File: src/rtl/core/nlmd_pkg.sv
// ----------------------------------------------------------------------------
// nlmd_pkg
// Shared types, sizes and the exponent weight table of the non-local-means
// pixel denoiser.
// ----------------------------------------------------------------------------
package nlmd_pkg;

  // window and line store geometry
  localparam int unsigned WinSize    = 9;
  localparam int unsigned Lines      = 8;
  localparam int unsigned MaxWidth   = 256;
  localparam int unsigned MaxHeight  = 256;
  localparam int unsigned MinSize    = 16;
  localparam int unsigned SlotBits   = 3;
  localparam int unsigned ColBits    = 8;
  localparam int unsigned MemAddrW   = SlotBits + ColBits;
  localparam int unsigned MemDepth   = Lines * MaxWidth;

  // arithmetic widths
  localparam int unsigned SumW   = 12;   // 3x3 patch sum of 8-bit pixels
  localparam int unsigned SqW    = 24;   // squared patch difference
  localparam int unsigned ExpW   = 40;   // squared difference times decay
  localparam int unsigned WgtW   = 17;   // Q16 weight, up to 1.0
  localparam int unsigned NumW   = 30;   // weighted pixel sum
  localparam int unsigned DenW   = 22;   // weight sum
  localparam int unsigned ProdW  = WgtW + 8;

  localparam int unsigned ExpLimit = 256;
  localparam logic [63:0] ExpStepQ32 = 64'd4034774528;

  // configuration register indexes
  typedef enum logic [1:0] {
    CFG_WIDTH  = 2'd0,
    CFG_HEIGHT = 2'd1,
    CFG_DECAY  = 2'd2
  } cfg_idx_e;

  // sequencer states
  typedef enum logic [3:0] {
    ST_IDLE,
    ST_READ,
    ST_SHIFT,
    ST_LOAD,
    ST_SCAN,
    ST_DRAIN,
    ST_FIN,
    ST_DSTART,
    ST_DIV,
    ST_OUT
  } state_e;

  // control word from the sequencer to the weight unit
  typedef struct packed {
    logic start;   // clear accumulators
    logic issue;   // candidate enters the pipeline
    logic skip;    // candidate is the center itself
    logic fin;     // fold the largest weight in for the center
  } wctl_t;

  typedef logic [ExpLimit:0][WgtW-1:0] exp_tab_t;

  // exp(-e/16) in Q16, built by repeated Q32 multiplication
  function automatic exp_tab_t build_exp_tab();
    exp_tab_t    t;
    logic [95:0] v;
    v = 96'd1 << 32;
    for (int i = 0; i <= ExpLimit; i++) begin
      t[i] = WgtW'((v + 96'd32768) >> 16);
      v = ((v * {32'd0, ExpStepQ32}) + (96'd1 << 31)) >> 32;
    end
    return t;
  endfunction

  localparam exp_tab_t ExpTab = build_exp_tab();

endpackage

File: src/rtl/core/nlmd_div.sv
// ----------------------------------------------------------------------------
// nlmd_div
// Restoring divider: one quotient bit per cycle, eight bits.
// ----------------------------------------------------------------------------
module nlmd_div
  import nlmd_pkg::*;
(
  input  logic            clk_i,
  input  logic            rst_ni,
  input  logic            start_i,
  input  logic [NumW-1:0] num_i,
  input  logic [DenW-1:0] den_i,
  output logic            done_o,
  output logic [7:0]      quo_o
);

  logic            busy_q;
  logic            done_q;
  logic [2:0]      cnt_q;
  logic [NumW-1:0] rem_q;
  logic [DenW-1:0] den_q;
  logic [7:0]      quo_q;

  logic [NumW-1:0] trial;
  logic            fits;

  // shifted divisor for the current bit
  assign trial = NumW'(den_q) << cnt_q;
  assign fits  = rem_q >= trial;

  // control
  always_ff @(posedge clk_i or negedge rst_ni) begin
    if (!rst_ni) begin
      busy_q <= 1'b0;
      done_q <= 1'b0;
      cnt_q  <= '0;
    end else begin
      done_q <= 1'b0;
      if (start_i) begin
        busy_q <= 1'b1;
        cnt_q  <= 3'd7;
      end else if (busy_q) begin
        cnt_q <= cnt_q - 3'd1;
        if (cnt_q == 3'd0) begin
          busy_q <= 1'b0;
          done_q <= 1'b1;
        end
      end
    end
  end

  // datapath: subtract where the shifted divisor fits
  always_ff @(posedge clk_i) begin
    if (start_i) begin
      rem_q <= num_i;
      den_q <= den_i;
      quo_q <= '0;
    end else if (busy_q) begin
      if (fits) begin
        rem_q <= rem_q - trial;
      end
      quo_q[cnt_q] <= fits;
    end
  end

  assign done_o = done_q;
  assign quo_o  = quo_q;

endmodule
File: config.mk
export PLATFORM = sky130hd
export DESIGN_NAME = nlmd_div
export DESIGN_NICKNAME = d
export VERILOG_FILES = /design/src/rtl/core/nlmd_pkg.sv /design/src/rtl/core/nlmd_div.sv
export SDC_FILE = /design/constraint.sdc
export NUM_CORES = 1
export LEC_CHECK = 0
export BUFFER_PORTS_ARGS = -buffer_cell sky130_fd_sc_hd__buf_2
export CAP_MARGIN = 25
export CELL_PAD_IN_SITES_DETAIL_PLACEMENT = 0
export CELL_PAD_IN_SITES_GLOBAL_PLACEMENT = 2
export CORE_ASPECT_RATIO = 1.5
export CORE_MARGIN = 5
export CORE_UTILIZATION = 33
export DETAILED_ROUTE_END_ITERATION = 12
export GPL_ROUTABILITY_DRIVEN = 0
export PLACE_DENSITY_LB_ADDON = 0.1
export SLEW_MARGIN = 20
export SYNTH_ARGS = -nofsm -noshare
export SYNTH_HDL_FRONTEND = slang
export SYNTH_SLANG_ARGS = --single-unit
export TNS_END_PERCENT = 30
File: constraint.sdc
create_clock -name clk_i -period 4.5 [get_ports clk_i]
set_input_delay 0.45 -clock clk_i [delete_from_list [all_inputs] [get_ports clk_i]]
set_output_delay 0.45 -clock clk_i [all_outputs]
set_load 0.1 [all_outputs]
==> results.cfg <==
[run_status]
status = complete, no violations

[sta]
whs_ns = 0.288
max_freq_ghz = 0.246
relSlewSlack_pct = 61.4
rsz0062_at_grt = false
finalSetupTns_ns = 0
clock_skew_ns = 0.0117
worst_pin_slew_ns = 0.574
period_minus_slack_ns = 4.07
final_hold_viol_count = 0
period_share_pct = 90.4
setup_viol = 0
slew_viol_final = 0

[layout]
area_growth_pct = 17.9
num-nets-final = 651
final_layout_size_suffix_gt1_share_pct = 20.2
num_antenna_cells = 0

[route]
ant_nets = 0
route.detailed.wl_per_inst_um = 17.4
drt_iter0_drc = 146
dr_total_vias = 3959
routed_wl_mm = 13.3
drc_errors = 0
vias_per_cell = 5.18
drtPass1Iterations = 4

[synth]
netlist_instances = 506
ys_async_sr_fraction_pct = 7.69
synthXorXnorAreaFrac_pct = 3.79
yosysTopAreaCell = edfxtp_1
synthAdderAreaFrac_pct = 8.41
synth_edf_count = 52
synth_nets = 593
synthesis.area_um2 = 4850
synth-seq-cells = 65
netlist.area_leader.share_pct = 32.2
synth_compound_area_share_pct = 19.3
ys_warn_count = 0
yosys.area_share.simple_pct = 16.0
avgSynthCellArea_um2 = 9.58
ys_seq_area_share_pct = 38.1
synth_cell_type_count = 63
synth_area_leaders = edfxtp_1 32%, ha_1 8.0%, mux2i_1 6.4%, nand2_1 6.0%, a21oi_1 3.9%
synth.area.mux_share_pct = 11.3
synth_top_family_by_area = compound AO/OA/AOI/OAI gates
ys.flop_type = edfxtp_1

[global_routing]
antenna_found_initial = 0
grt_max_degree = 43
grt_pass1_vias = 4057
track_usage_pct = 16.2
grt.overflow.total = 0
grt_pass1_wl_mm = 21.4

[power_and_ir_drop]
p_leak_nw = 2.37
p_switching_mw = 1.66
pwr-share-seq_pct = 25.4
peakVddDrop_uv = 275
swShare_pct = 42.8
p_per_area_nw_per_um2 = 680
internal-power_mw = 2.22
combPwrFrac_pct = 55.1
pwr-share-clk_pct = 19.5

[worst_setup_path]
crit_family = compound AO/OA/AOI/OAI gates
critPathBufInv = 2
path_max_fanout = 35
cpMostUsedCell = nand2_1
crit_required_ns = 4.50
startpoint = cnt_q[0]$_DFFE_PN0P_
endpoint_kind = flip-flop
start_kind = flip-flop
critPathKind = reg -> reg
critPathSlowestCell = dfrtp_1
reg2reg_from = cnt_q[0]$_DFFE_PN0P_
path_cells = buf_12, mux2_2, o21ai_0, o22a_1, ha_1, nand2_1, o21bai_1, a21boi_1, o2111ai_1, a21oi_2, o31ai_4, a21oi_4, nand2_1, nand2_1, buf_6
max_stage_delay_ns = 0.37
arrival_ns = 4.07

[clock_tree]
numClockSinks = 65
cts_tree = done
cts.path.max_buffers = 2
cts_made_buffers = 9
clk_pin_slew_ns = 0.06
cts_root_buffer = clkbuf_16
ctsHtreeMaxLevel = 3
clk_latency_ns = 0.34

[hold_path]
hold_path.class = in -> reg
hold_start = den_i[8]

[die]
start_util_pct = 33.4
io_pins = 64
fp.dieH_um = 158
core-area_um2 = 14500
fp.dieW_um = 109
fp-row-count = 54
die_area_um2 = 17300

[flow_run]
drv_cap = 0

[placed_design]
dp_hpwl_mm = 10.4
portBuffers = 63
[routing by layer]
metal / share of wire (%) / track usage [%]
met1: 45 / 21.4
met5: 0 / 0
met2: 51 / 27.6
met4: 1.0 / 4.33
met3: 2.7 / 2.43
[final cells by class]
| class | count | area, um^2 |
|---|---|---|
| Fill cell | 1531 | 8810 |
| Multi-Input combinational cell | 402 | 2850 |
| Sequential cell | 65 | 1850 |
| Timing Repair Buffer | 72 | 402 |
| Tap cell | 196 | 245 |
| Clock buffer | 9 | 225 |
| Clock inverter | 7 | 95.1 |
| Inverter | 14 | 52.6 |
[kinds of logic after synthesis]
family          Yosys count
mux                      44
xor+xnor                 21
compound gates          140
simple gates            165
buf+inv                  39
flops                    65
fa+ha+maj                32
[repair_timing]
| action | in CTS | in global routing |
|---|---|---|
| hold buffers | 1 | 0 |
| buffers inserted | 0 | 0 |
| resized for setup | 0 | 1 |
| hold endpoints to repair | 5 | 0 |
| endpoints found under the setup margin | 0 | 30 |
[final timing paths]
kind | to | slack (ns) | cells after the start
max in group asynchronous | cnt_q[2]$_DFFE_PN0P_ | 3.90 | 2
worst min-delay path | den_q[8]$_DFFE_PP_ | 0.29 | 1
worst max register to register | rem_q[4]$_DFFE_PP_ | 0.43 | 15
worst max-delay path | rem_q[4]$_DFFE_PP_ | 0.43 | 15
min in group asynchronous | done_o$_DFF_PN0_ | 0.47 | 2
worst min register to register | quo_o[5]$_SDFFE_PP0P_ | 0.48 | 2
[flip-flops by register name (all words and copies together), names as in the netlist]
name / cells
den_q: 22
done_o: 1
cnt_q: 3
busy_q: 1
quo_o: 8
rem_q: 30
[power by group through the flow]
stage	combinational [mW]	clock (mW)	sequential (mW)
floorplan	1.59	0	1.04
global placement	2.15	0	1.00
detailed placement	2.14	0	1.00
CTS	2.16	0.781	0.990
global route	2.41	0.808	1.00
finish	2.14	0.759	0.987
[synthesized netlist by cell type, types with 6 or more instances]
library cell,count
mux2i_1,31
o21ai_0,35
nand3_1,8
nand2_1,77
inv_1,13
dfxtp_1,8
clkbuf_1,19
a211oi_1,6
nor3_1,10
nor2_1,25
o21bai_1,7
nor2b_1,9
nand4_1,7
a21oi_1,38
mux4_2,8
a21o_1,6
edfxtp_1,52
ha_1,31
xnor2_1,10
xor2_1,11
o21ai_1,10
[layout by cell type, fill, tap and decap left out, types with 4 or more instances in the layout]
master      n
nand4_1     7
o21bai_1    7
dfrtp_1     5
nor3b_1     4
a211oi_1    6
edfxtp_1   52
xnor2_1    10
nand2_1    77
nand2b_1    5
a21oi_1    38
buf_4       6
clkbuf_16   9
buf_2      63
mux4_2      8
a21o_1      6
inv_1      13
o21a_1      5
mux2i_1    31
xor2_1     11
nor2b_1     9
mux2_2      5
ha_1       31
and3_1      4
nor2_1     25
nand3_1     8
nor3_1     10
dfxtp_1     8
o21ai_1    10
o21ai_0    35
[worst reg2reg max path, cell delays in order, from the launching register on]
cell and delay (ns):
dfrtp_1 0.37, buf_12 0.23, mux2_2 0.39, o21ai_0 0.23, o22a_1 0.19, ha_1 0.22, nand2_1 0.13, o21bai_1 0.18
a21boi_1 0.30, o2111ai_1 0.23, a21oi_2 0.31, o31ai_4 0.14, a21oi_4 0.31, nand2_1 0.09, nand2_1 0.09, buf_6 0.32
[through the flow]
step                cell area (um^2)  std cells  utilization, %  setup slack (ns)  total power [mW]
floorplan                       4850        506               -             0.226              2.63
global placement                5390        748            37.1             0.303              3.15
detailed placement              5390        748            37.1             0.282              3.14
CTS                             5720        765            39.3             0.266              3.93
global route                    5720        765            39.4            0.0758              4.22
finish                          5720        765            39.4             0.431              3.89
(Power assumes the default switching activity.)
